--- config.mk ---
export PLATFORM = sky130hd
export DESIGN_NAME = servo_sync_write_framer
export DESIGN_NICKNAME = d
export VERILOG_FILES = /design/src/design/sfw_pkg.sv /design/src/design/servo_sync_write_framer.sv /design/src/design/sfw_front.sv /design/src/design/sfw_queue.sv /design/src/design/sfw_back.sv
export SDC_FILE = /design/constraint.sdc
export NUM_CORES = 1
export LEC_CHECK = 0
export ABC_AREA = 1
export ABC_CLOCK_PERIOD_IN_PS = 5300
export BUFFER_PORTS_ARGS = -buffer_cell sky130_fd_sc_hd__buf_2
export CORE_MARGIN = 2
export CORE_UTILIZATION = 45
export CTS_CLUSTER_DIAMETER = 120
export CTS_CLUSTER_SIZE = 25
export DETAILED_ROUTE_END_ITERATION = 10
export PLACE_DENSITY = 0.59
export SYNTH_ARGS = -nofsm -noshare
export SYNTH_HDL_FRONTEND = slang
export SYNTH_SLANG_ARGS = --single-unit
--- constraint.sdc ---
create_clock -name clk -period 5.3 [get_ports clk]
set_clock_uncertainty 0.15 [all_clocks]
set_input_delay 1.06 -clock clk [delete_from_list [all_inputs] [get_ports clk]]
set_output_delay 1.06 -clock clk [all_outputs]
set_load 0.005 [all_outputs]
--- src/design/sfw_pkg.sv ---
// shared types and constants of the servo sync-write framer
// no dependencies; used by every module of the block
`default_nettype none

package sfw_pkg;

  localparam int MAX_ENTRIES = 83;
  localparam int COUNT_W     = 7;
  localparam int BYTE_W      = 8;
  localparam int POS_W       = 10;

  // register indexes of the configuration port
  localparam int CFG_IDX_W = 2;
  localparam logic [CFG_IDX_W-1:0] CFG_SERVO_COUNT   = 2'd0;
  localparam logic [CFG_IDX_W-1:0] CFG_START_ADDRESS = 2'd1;
  localparam logic [CFG_IDX_W-1:0] CFG_INSTRUCTION   = 2'd2;

  localparam logic [COUNT_W-1:0] RST_SERVO_COUNT   = 7'd18;
  localparam logic [BYTE_W-1:0]  RST_START_ADDRESS = 8'd30;
  localparam logic [BYTE_W-1:0]  RST_INSTRUCTION   = 8'd131;

  localparam logic [BYTE_W-1:0] SYNC_BYTE     = 8'hff;
  localparam logic [BYTE_W-1:0] BCAST_ID      = 8'hfe;
  localparam logic [BYTE_W-1:0] DATA_LEN_BYTE = 8'd2;
  localparam logic [BYTE_W-1:0] LEN_OFFSET    = 8'd4;

  // entry queue between front and back
  localparam int QUEUE_DEPTH = 4;
  localparam int QPTR_W      = $clog2(QUEUE_DEPTH);
  localparam int QCNT_W      = $clog2(QUEUE_DEPTH + 1);

  // byte sequence of the back end
  localparam int STEP_W = 4;
  localparam logic [STEP_W-1:0] STEP_SYNC1 = 4'd0;
  localparam logic [STEP_W-1:0] STEP_SYNC2 = 4'd1;
  localparam logic [STEP_W-1:0] STEP_BCAST = 4'd2;
  localparam logic [STEP_W-1:0] STEP_LEN   = 4'd3;
  localparam logic [STEP_W-1:0] STEP_INSTR = 4'd4;
  localparam logic [STEP_W-1:0] STEP_ADDR  = 4'd5;
  localparam logic [STEP_W-1:0] STEP_DLEN  = 4'd6;
  localparam logic [STEP_W-1:0] STEP_ID    = 4'd7;
  localparam logic [STEP_W-1:0] STEP_LO    = 4'd8;
  localparam logic [STEP_W-1:0] STEP_HI    = 4'd9;
  localparam logic [STEP_W-1:0] STEP_CSUM  = 4'd10;

  typedef struct packed {
    logic [BYTE_W-1:0] servo_id;
    logic [POS_W-1:0]  position;
    logic              first;
    logic              last;
    logic [BYTE_W-1:0] len_byte;
  } sfw_entry_t;

  typedef struct packed {
    logic [BYTE_W-1:0] start_address;
    logic [BYTE_W-1:0] instruction_code;
  } sfw_cfg_t;

endpackage

`default_nettype wire

--- src/design/servo_sync_write_framer.sv ---
// Servo sync-write framer. An input word is one servo entry (servo_id, 10-bit
// position). The first entry of a packet is preceded by FF FF FE LEN INSTR ADDR 02,
// with LEN = 3*count+4; each entry gives ID, position low byte, position high byte;
// the entry that completes servo_count entries is followed by the checksum byte
// (inverted low byte of the sum from FE on) with out_packet_end high.
// Input side: push/full, a word is taken when in_push is high and in_full low.
// Output side: one byte per word; out_empty low means out_byte is valid, out_pop
// takes it. Configuration: cfg_valid/cfg_ready (always ready), cfg_index 0 is
// servo_count (0 acts as 1, above 83 saturates), 1 start_address, 2 instruction.
// Throughput: the output register moves one byte per cycle while out_pop keeps
// taking them; an entry is 3 bytes, 10 when it opens a packet and one more when it closes one.
// With the block idle, an accepted entry passes through the queue and then the
// output register before its first byte is on the outputs.
// A four-entry queue sits between the front end and the byte sequencer, so the
// input keeps accepting while the receiver stalls until that queue fills.
// Reset (rst_n low, synchronous) empties everything, restores servo_count 18,
// start_address 30, instruction 131, and starts a fresh packet.
// depends on sfw_pkg, sfw_front, sfw_queue, sfw_back
`default_nettype none

module servo_sync_write_framer (
  input  wire logic                          clk,
  input  wire logic                          rst_n,
  input  wire logic                          in_push,
  output logic                               in_full,
  input  wire logic [sfw_pkg::BYTE_W-1:0]    in_servo_id,
  input  wire logic [sfw_pkg::POS_W-1:0]     in_position,
  output logic                               out_empty,
  input  wire logic                          out_pop,
  output logic [sfw_pkg::BYTE_W-1:0]         out_byte,
  output logic                               out_packet_end,
  input  wire logic                          cfg_valid,
  output logic                               cfg_ready,
  input  wire logic [sfw_pkg::CFG_IDX_W-1:0] cfg_index,
  input  wire logic [sfw_pkg::BYTE_W-1:0]    cfg_data
);

  sfw_pkg::sfw_entry_t front_entry;
  sfw_pkg::sfw_entry_t head_entry;
  sfw_pkg::sfw_cfg_t   cfg;
  logic                accept;
  logic                q_full;
  logic                q_empty;
  logic                deq;
  logic                out_valid;
  logic                out_take;

  assign accept    = in_push && !q_full;
  assign in_full   = q_full;
  assign out_empty = !out_valid;
  assign out_take  = out_pop && out_valid;

  sfw_front u_front (
    .clk       (clk),
    .rst_n     (rst_n),
    .cfg_valid (cfg_valid),
    .cfg_ready (cfg_ready),
    .cfg_index (cfg_index),
    .cfg_data  (cfg_data),
    .accept    (accept),
    .servo_id  (in_servo_id),
    .position  (in_position),
    .entry     (front_entry),
    .cfg       (cfg)
  );

  sfw_queue u_queue (
    .clk      (clk),
    .rst_n    (rst_n),
    .wr_en    (accept),
    .wr_entry (front_entry),
    .rd_en    (deq),
    .rd_entry (head_entry),
    .full     (q_full),
    .empty    (q_empty)
  );

  sfw_back u_back (
    .clk        (clk),
    .rst_n      (rst_n),
    .head_valid (!q_empty),
    .head       (head_entry),
    .cfg        (cfg),
    .deq        (deq),
    .out_take   (out_take),
    .out_valid  (out_valid),
    .out_byte   (out_byte),
    .out_last   (out_packet_end)
  );

  // the queue can never look full and empty at once
  a_queue_state: assert property (@(posedge clk) disable iff (!rst_n)
    !(q_full && q_empty))
    else $error("entry queue full and empty together");

  // an accepted word is in the queue on the next cycle
  a_push_lands: assert property (@(posedge clk) disable iff (!rst_n)
    accept |=> !q_empty)
    else $error("accepted entry missing from queue");

  // the sequencer only retires an entry it is presenting
  a_deq_has_head: assert property (@(posedge clk) disable iff (!rst_n)
    deq |-> !q_empty)
    else $error("dequeue from empty entry queue");

  // reset leaves no result waiting
  a_reset_empty: assert property (@(posedge clk)
    !rst_n |=> out_empty)
    else $error("result pending after reset");

endmodule

`default_nettype wire

--- src/design/sfw_front.sv ---
// front end: configuration registers, entry counting and packet classification
// depends on sfw_pkg
`default_nettype none

module sfw_front (
  input  wire logic                          clk,
  input  wire logic                          rst_n,
  input  wire logic                          cfg_valid,
  output logic                               cfg_ready,
  input  wire logic [sfw_pkg::CFG_IDX_W-1:0] cfg_index,
  input  wire logic [sfw_pkg::BYTE_W-1:0]    cfg_data,
  input  wire logic                          accept,
  input  wire logic [sfw_pkg::BYTE_W-1:0]    servo_id,
  input  wire logic [sfw_pkg::POS_W-1:0]     position,
  output sfw_pkg::sfw_entry_t                entry,
  output sfw_pkg::sfw_cfg_t                  cfg
);

  logic [sfw_pkg::COUNT_W-1:0] servo_count_r;
  logic [sfw_pkg::BYTE_W-1:0]  start_address_r;
  logic [sfw_pkg::BYTE_W-1:0]  instruction_r;
  logic [sfw_pkg::COUNT_W-1:0] entry_index_r;
  logic [sfw_pkg::COUNT_W-1:0] entry_index_nxt;
  logic [sfw_pkg::COUNT_W-1:0] eff_count;
  logic [sfw_pkg::COUNT_W-1:0] index_inc;
  logic [sfw_pkg::COUNT_W+1:0] count_x3;
  logic                        last;

  assign cfg_ready = 1'b1;

  always_ff @(posedge clk) begin
    if (!rst_n) begin
      servo_count_r   <= sfw_pkg::RST_SERVO_COUNT;
      start_address_r <= sfw_pkg::RST_START_ADDRESS;
      instruction_r   <= sfw_pkg::RST_INSTRUCTION;
    end else if (cfg_valid) begin
      unique case (cfg_index)
        sfw_pkg::CFG_SERVO_COUNT:   servo_count_r   <= cfg_data[sfw_pkg::COUNT_W-1:0];
        sfw_pkg::CFG_START_ADDRESS: start_address_r <= cfg_data;
        sfw_pkg::CFG_INSTRUCTION:   instruction_r   <= cfg_data;
        default: ;
      endcase
    end
  end

  always_comb begin
    // zero counts as one, large counts saturate
    if (servo_count_r == '0) begin
      eff_count = sfw_pkg::COUNT_W'(1);
    end else if (servo_count_r > sfw_pkg::COUNT_W'(sfw_pkg::MAX_ENTRIES)) begin
      eff_count = sfw_pkg::COUNT_W'(sfw_pkg::MAX_ENTRIES);
    end else begin
      eff_count = servo_count_r;
    end
    count_x3  = {1'b0, eff_count, 1'b0} + {2'b00, eff_count};
    index_inc = entry_index_r + sfw_pkg::COUNT_W'(1);
    last      = index_inc >= eff_count;
    entry_index_nxt = last ? '0 : index_inc;
  end

  always_ff @(posedge clk) begin
    if (!rst_n) begin
      entry_index_r <= '0;
    end else if (accept) begin
      entry_index_r <= entry_index_nxt;
    end
  end

  always_comb begin
    entry.servo_id = servo_id;
    entry.position = position;
    entry.first    = (entry_index_r == '0);
    entry.last     = last;
    entry.len_byte = count_x3[sfw_pkg::BYTE_W-1:0] + sfw_pkg::LEN_OFFSET;
    cfg.start_address    = start_address_r;
    cfg.instruction_code = instruction_r;
  end

endmodule

`default_nettype wire

--- src/design/sfw_queue.sv ---
// short queue of classified entries between front and back end
// depends on sfw_pkg
`default_nettype none

module sfw_queue (
  input  wire logic               clk,
  input  wire logic               rst_n,
  input  wire logic               wr_en,
  input  wire sfw_pkg::sfw_entry_t wr_entry,
  input  wire logic               rd_en,
  output sfw_pkg::sfw_entry_t     rd_entry,
  output logic                    full,
  output logic                    empty
);

  sfw_pkg::sfw_entry_t          slot_r [sfw_pkg::QUEUE_DEPTH];
  logic [sfw_pkg::QPTR_W-1:0]   wr_ptr_r;
  logic [sfw_pkg::QPTR_W-1:0]   rd_ptr_r;
  logic [sfw_pkg::QCNT_W-1:0]   count_r;
  logic [sfw_pkg::QCNT_W-1:0]   count_nxt;

  assign full     = (count_r == sfw_pkg::QCNT_W'(sfw_pkg::QUEUE_DEPTH));
  assign empty    = (count_r == '0);
  assign rd_entry = slot_r[rd_ptr_r];

  always_comb begin
    count_nxt = count_r;
    if (wr_en && !rd_en) begin
      count_nxt = count_r + sfw_pkg::QCNT_W'(1);
    end else if (rd_en && !wr_en) begin
      count_nxt = count_r - sfw_pkg::QCNT_W'(1);
    end
  end

  always_ff @(posedge clk) begin
    if (wr_en) begin
      slot_r[wr_ptr_r] <= wr_entry;
    end
  end

  always_ff @(posedge clk) begin
    if (!rst_n) begin
      wr_ptr_r <= '0;
      rd_ptr_r <= '0;
      count_r  <= '0;
    end else begin
      if (wr_en) begin
        wr_ptr_r <= wr_ptr_r + sfw_pkg::QPTR_W'(1);
      end
      if (rd_en) begin
        rd_ptr_r <= rd_ptr_r + sfw_pkg::QPTR_W'(1);
      end
      count_r <= count_nxt;
    end
  end

endmodule

`default_nettype wire

--- src/design/sfw_back.sv ---
// back end: walks the bytes of each entry, keeps the checksum, holds the output word
// depends on sfw_pkg
`default_nettype none

module sfw_back (
  input  wire logic                    clk,
  input  wire logic                    rst_n,
  input  wire logic                    head_valid,
  input  wire sfw_pkg::sfw_entry_t     head,
  input  wire sfw_pkg::sfw_cfg_t       cfg,
  output logic                         deq,
  input  wire logic                    out_take,
  output logic                         out_valid,
  output logic [sfw_pkg::BYTE_W-1:0]   out_byte,
  output logic                         out_last
);

  logic                         busy_r;
  logic [sfw_pkg::STEP_W-1:0]   step_r;
  logic [sfw_pkg::BYTE_W-1:0]   sum_r;
  logic [sfw_pkg::BYTE_W-1:0]   sum_nxt;
  logic                         out_valid_r;
  logic [sfw_pkg::BYTE_W-1:0]   out_byte_r;
  logic                         out_last_r;
  logic [sfw_pkg::STEP_W-1:0]   cur_step;
  logic [sfw_pkg::BYTE_W-1:0]   cur_byte;
  logic                         load;
  logic                         done;
  logic                         summed;

  always_comb begin
    cur_step = busy_r ? step_r : (head.first ? sfw_pkg::STEP_SYNC1 : sfw_pkg::STEP_ID);
    load     = head_valid && (!out_valid_r || out_take);
    unique case (cur_step)
      sfw_pkg::STEP_SYNC1: cur_byte = sfw_pkg::SYNC_BYTE;
      sfw_pkg::STEP_SYNC2: cur_byte = sfw_pkg::SYNC_BYTE;
      sfw_pkg::STEP_BCAST: cur_byte = sfw_pkg::BCAST_ID;
      sfw_pkg::STEP_LEN:   cur_byte = head.len_byte;
      sfw_pkg::STEP_INSTR: cur_byte = cfg.instruction_code;
      sfw_pkg::STEP_ADDR:  cur_byte = cfg.start_address;
      sfw_pkg::STEP_DLEN:  cur_byte = sfw_pkg::DATA_LEN_BYTE;
      sfw_pkg::STEP_ID:    cur_byte = head.servo_id;
      sfw_pkg::STEP_LO:    cur_byte = head.position[sfw_pkg::BYTE_W-1:0];
      sfw_pkg::STEP_HI:
        cur_byte = sfw_pkg::BYTE_W'(head.position[sfw_pkg::POS_W-1:sfw_pkg::BYTE_W]);
      sfw_pkg::STEP_CSUM:  cur_byte = ~sum_r;
      default:             cur_byte = '0;
    endcase
    // sync bytes and the checksum itself stay out of the sum
    summed = (cur_step != sfw_pkg::STEP_SYNC1) && (cur_step != sfw_pkg::STEP_SYNC2) &&
             (cur_step != sfw_pkg::STEP_CSUM);
    if (cur_step == sfw_pkg::STEP_SYNC1) begin
      sum_nxt = '0;
    end else if (summed) begin
      sum_nxt = sum_r + cur_byte;
    end else begin
      sum_nxt = sum_r;
    end
    done = ((cur_step == sfw_pkg::STEP_HI) && !head.last) ||
           (cur_step == sfw_pkg::STEP_CSUM);
    deq  = load && done;
  end

  always_ff @(posedge clk) begin
    if (!rst_n) begin
      busy_r      <= 1'b0;
      step_r      <= sfw_pkg::STEP_SYNC1;
      sum_r       <= '0;
      out_valid_r <= 1'b0;
    end else begin
      if (load) begin
        busy_r      <= !done;
        step_r      <= cur_step + sfw_pkg::STEP_W'(1);
        sum_r       <= sum_nxt;
        out_valid_r <= 1'b1;
      end else if (out_take) begin
        out_valid_r <= 1'b0;
      end
    end
  end

  always_ff @(posedge clk) begin
    if (load) begin
      out_byte_r <= cur_byte;
      out_last_r <= (cur_step == sfw_pkg::STEP_CSUM);
    end
  end

  assign out_valid = out_valid_r;
  assign out_byte  = out_byte_r;
  assign out_last  = out_last_r;

endmodule

`default_nettype wire
# --- After elaboration in Yosys (flattened, before gate mapping) ---
# Memory sizes are Yosys's and may differ from the RTL's. A register that Yosys moved wholly into a read port is not among the register bits.
# Index checks and enable logic that the tools add are counted.
word_totals:
  reg_bits: 60
  ramBits: 112
  in_bits: 33
  output_inout_bits: 12
  elab_cells: 89
  memories: 1
op_classes:
  add_sub_neg: 9
  n_lt_le_gt_ge: 2
  n_eq_ne: 15
  mux: 16
  bitwise_logic: 1
  n_reduce_logical: 32
mem_list:
  columns: ["memory", "words", "word_bits", "rd", "rd_clocked_by_memory_dff", "write_ports", "line", "text"]
  rows:
  - ["u_queue.slot_r", 4, 28, 1, 1, 1, "sfw_queue.sv:16", "sfw_pkg::sfw_entry_t slot_r [sfw_pkg::QUEUE_DEPTH];"]
op_table:
  columns: ["cell", "n"]
  rows:
  - ["case mux 8 bit (10 select lines)", 1]
  - ["2-to-1 mux 7 bit", 3]
  - ["equality test 4 x 3 -> 1 bit, second input constant", 4]
  - ["2-to-1 mux 8 bit", 2]
  - ["logical NOT 7 bit", 2]
  - ["equality test 4 bit, second input constant", 3]
  - ["logical AND 1 bit", 9]
  - ["2-to-1 mux 3 bit", 3]
  - ["adder 8 x 3 -> 8 bit, second input constant", 1]
  - ["adder 8 x 7 -> 8 bit", 1]
  - ["adder 8 bit", 1]
  - ["equality test 4 x 2 -> 1 bit, second input constant", 2]
  - ["inverter 8 bit", 1]
  - ["AND reduction 2 bit", 4]
  - ["adder 7 x 1 -> 7 bit, second input constant", 1]
  - ["greater-or-equal comparator 7 bit", 1]
  - ["> comparator 7 bit, second input constant", 1]
  - ["logical NOT 1 bit", 7]
  - ["nonzero test 2 bit", 3]
  - ["adder 2 x 1 -> 2 bit, second input constant", 2]
  - ["adder 4 x 1 -> 4 bit, second input constant", 1]
  - ["equality test 4 x 1 -> 1 bit, second input constant", 1]
  - ["logical NOT 4 bit", 1]
  - ["2-to-1 mux 1 bit", 4]
  - ["14 further kinds", 16]

# --- Depth between registers and ports, before layout ---
depth:
  word_depth: 9
  depth_mapped: 26

# --- Modules after synthesis ---
# Synthesis repeated with hierarchy kept, for this count alone.
unflattened:
  cells_unflattened: 826
  hier_area_um2: 8206.6
modules_own_cells:
  columns: ["mod", "n_inst", "cells_each", "area_per_inst_um2", "seq_area_each_um2"]
  rows:
  - ["sfw_queue", 1, 329, 4595.7, 3543.4]
  - ["sfw_front", 1, 275, 1901.8, 600.6]
  - ["sfw_back", 1, 216, 1684.1, 550.5]
  - ["servo_sync_write_framer", 1, 6, 25.0, 0.0]

# --- Least setup slack after synthesis ---
# OpenSTA, ideal clock, no wires.
synth_timing:
  path_type: "register to register"
  from: "register with a tool-made name"
  to: "register u_back.sum_r[6] in the netlist's numbering"
  setup_time_ns: 0.132
  t_arrival_ns: 3.165
  required_ns: 5.018
  path_slack_ns: 1.852
  path_stages_with_launch: 22
  n_path_buf: 0
  cell_sequence: "dfxtp_1 -> inv_2 -> nand2_1 -> nand3_1 -> nand2_2 -> nand2_4 -> o21ai_0 -> inv_1 -> ha_1 -> inv_1 -> nand3_1 -> nand3_4 -> a21boi_0 -> nand4_1 -> fa_1 -> nand3_1 -> nand2_1 -> a21oi_1 -> o21bai_1 -> or2_2 -> nand3_1 -> a21oi_1"
synth_rtl:
  columns: ["item", "line", "text"]
  rows:
  - ["to (signal assigned)", "sfw_back.sv:74", "sum_r <= sum_nxt;"]
  - ["to (decl)", "sfw_back.sv:20", "logic [sfw_pkg::BYTE_W-1:0] sum_r;"]

==> run summary <==
EDFF count, synth: 121
First-pass GRT wire length: 28900 um
Final nets: 914
Mapped Cells: 798
Critical Path Source Type: flop
Max-Cap Viols: 0
Crit path largest cell delay: 420 ps
Fin cells: 1079
Warnings from Yosys: 0
Worst-path clk slew: 70 ps
Antenna violations before repair: 0
H-tree Lvls: 4
RSZ-0062 raised after global routing: false
Total CTS buffers: 17
CTS tree: done
Pleak: 0.00368 uW
Core box area: 0.0173 mm2
Initial Utilization: 0.461
Share of layout cells above drive strength 1: 0.129
Outcome: complete, no violations
Slew @ Worst Pin: 979 ps
Minimum clock period after layout: 4160 ps
DR vias: 5688
Final Setup Violations: 0
VDD IR max: 0.259 mV
Rows: 48
Main synth FF type: edfxtp_1
Number of global-route vias before repair: 5438
Final Power: 3760 uW
Root Driver: clkbuf_16
Max_slew headroom: 0.342
DRC violations left: 0
Fin. Hold Viols: 0
Most frequent CP cell: nand3_1
Final HPWL DP: 12400 um
Critical Path End Type: flop
Final Cycle Share: 0.784
Clock sinks: 174
Die height: 137 um
Cell Area, Synth: 0.00797 mm2
Slowest cell on crit path: fa_1
Worst-path fanout max: 28
Cell Pwr Density: 418 mW/mm2
Worst skew pair latency: 430 ps
P&R area growth vs syn: 12.9%
Initial drt markers: 391
Port bufs: 43
WL/cell: 16.8 um
Multi-input logic area: 0.00288 mm2
Ports: 45
Crit path cell chain: buf_4, inv_1, nand3_1, nand2_2, nand2_4, o21ai_0, ha_1, nand2_1, nor2_1, a311oi_1, nand4_1, ha_1, fa_1, nand3_1, nand2_1, a21oi_1, o21bai_1, or2_2, nand3_1, a21oi_1
Pin count of the biggest net entering global routing: 55
Die Footprint: 0.0188 mm2
Post-synth ARST share: 0
Yosys reg bits: 174
Via density: 5.27
Worst Hold Class: reg2reg
Slew Limit Fails: 0
RD Place Congestion: 0.907
Sequential-to-total area share from yosys stat: 0.589
Antenna Violating Nets Remaining: 0
Fmax: 241 MHz
Syn_nets: 870
Number of diodes: 0
Post-CTS Resized: 0
Req. time, crit path: 5430 ps
Netlist cell types: 47
Fin util: 0.520
GRT Util Overall: 0.206
GRT overflow: 0
Fillcell total: 1551
Post-route setup TNS: 0 ps
CP arrival: 4280 ps
Setup bufs post-CTS: 0
Final wirelength: 18200 um
DR pass1 iterations: 5
Hold buffers post-CTS: 0
Dpl cells: 1048
Maximum clock path buffer count: 2
Register Area: 0.00470 mm2
Die boundary width: 137 um
Synth Area per Inst: 9.99 um2
WS Path Type: reg2reg
-- critical path, delay by kind of cell, from the launching register on --
family,cells,cell delay [ps]
flip-flops,1,300
AO/OA/AOI/OAI,5,770
buffers and inverters,2,420
AND/OR/NAND/NOR,10,1440
adder cells (fa/ha/maj),3,920
-- synth_stat cells (4+ instances only) --
cell      instances  area (um2)
a211oi_1          4        30.0
a21oi_1          69         345
a221oi_1          4        35.0
buf_2            10        50.1
buf_4             4        30.0
clkbuf_1         13        48.8
dfxtp_1          53        1060
edfxtp_1        121        3630
ha_1             36         450
inv_1            67         251
inv_2             6        22.5
nand2_1         117         439
nand3_1          32         160
nand4_1          10        62.6
nor2_1          115         432
nor3_1            4        20.0
o21ai_0          67         335
o22ai_1           9        56.3
xor2_1            9        78.8
-- power breakdown --
group	total, uW	switching (uW)	internal (uW)	leakage, uW
Combinational	823	528	295	0.00185
Clock	1230	531	701	0.000281
Sequential	1710	73.3	1640	0.00155
-- cell type report --
| class | instances | area share |
|---|---|---|
| timing repair buffer | 52 | 0.0314 |
| tap | 225 | 0.0313 |
| inverter | 74 | 0.0309 |
| sequential | 174 | 0.522 |
| multi-input combinational | 523 | 0.320 |
| clock inverter | 14 | 0.0174 |
| clock buffer | 17 | 0.0473 |
-- per-stage QoR --
| step | worst slack, ps | instance area, um2 | hold slack, ps |
|---|---|---|---|
| 2_1_floorplan | 1850 | 7970 | 275 |
| 3_3_place_gp | 1300 | 8420 | 308 |
| 3_5_place_dp | 1170 | 8420 | 315 |
| 4_1_cts | 1140 | 9000 | 317 |
| 5_1_grt | 671 | 9000 | 331 |
| 6_report | 1140 | 9000 | 317 |
-- cell families after synthesis --
kind of cell               after synthesis  share of synthesized area
buffers and inverters                  101                     0.0510
and+or+nand+nor                        296                      0.159
adders and majority gates               39                     0.0641
other                                    1                   0.000471
xor gates and xnor gates                12                     0.0132
AOI/OAI and AO/OA                      175                      0.123
DFF                                    174                      0.589
-- registers in the layout (all words and copies together) (netlist names), named ones only --
| signal | flops |
|---|---|
| u_front.entry_index_r | 7 |
| u_back.step_r | 4 |
| u_back.out_valid | 1 |
| u_front.servo_count_r | 7 |
| u_queue.rd_ptr_r | 2 |
| u_back.out_byte | 8 |
| u_back.out_last | 1 |
| u_back.busy_r | 1 |
| u_front.instruction_r | 8 |
| u_back.sum_r | 8 |
| u_front.start_address_r | 8 |
| u_queue.slot_r | 112 |
| u_queue.count_r | 3 |
| u_queue.wr_ptr_r | 2 |
-- layer usage --
layer  up-vias  global-route usage  wire (um)
met5         -                   0          0
met4         0              0.0945        466
met3        29              0.0326        574
met2       105               0.312       8470
met1      2716               0.290       8660
li1       2838                   -          -
-- worst paths after layout --
kind | endpoint | from | depth (start not counted) | slack, ps
max | u_back.sum_r[6] | flop | 20 | 1140
min reg2reg | flop | u_queue.rd_ptr_r[0] | 1 | 320
min | flop | u_queue.rd_ptr_r[0] | 1 | 320
max reg2reg | u_back.sum_r[6] | flop | 20 | 1140
-- layout by cell type, fill, tap and decap left out, types with 5 or more instances in the layout --
cell | Yosys | layout
a21oi_1 | 69 | 69
buf_2 | 10 | 43
buf_4 | 4 | 9
clkbuf_16 | 0 | 17
dfxtp_1 | 53 | 52
edfxtp_1 | 121 | 121
ha_1 | 36 | 36
inv_1 | 67 | 67
inv_2 | 6 | 6
inv_6 | 0 | 6
nand2_1 | 117 | 117
nand3_1 | 32 | 32
nand4_1 | 10 | 10
nor2_1 | 115 | 111
nor2_2 | 1 | 5
o21ai_0 | 67 | 67
o22ai_1 | 9 | 9
xor2_1 | 9 | 9
Power figures use the tool's default switching activity.
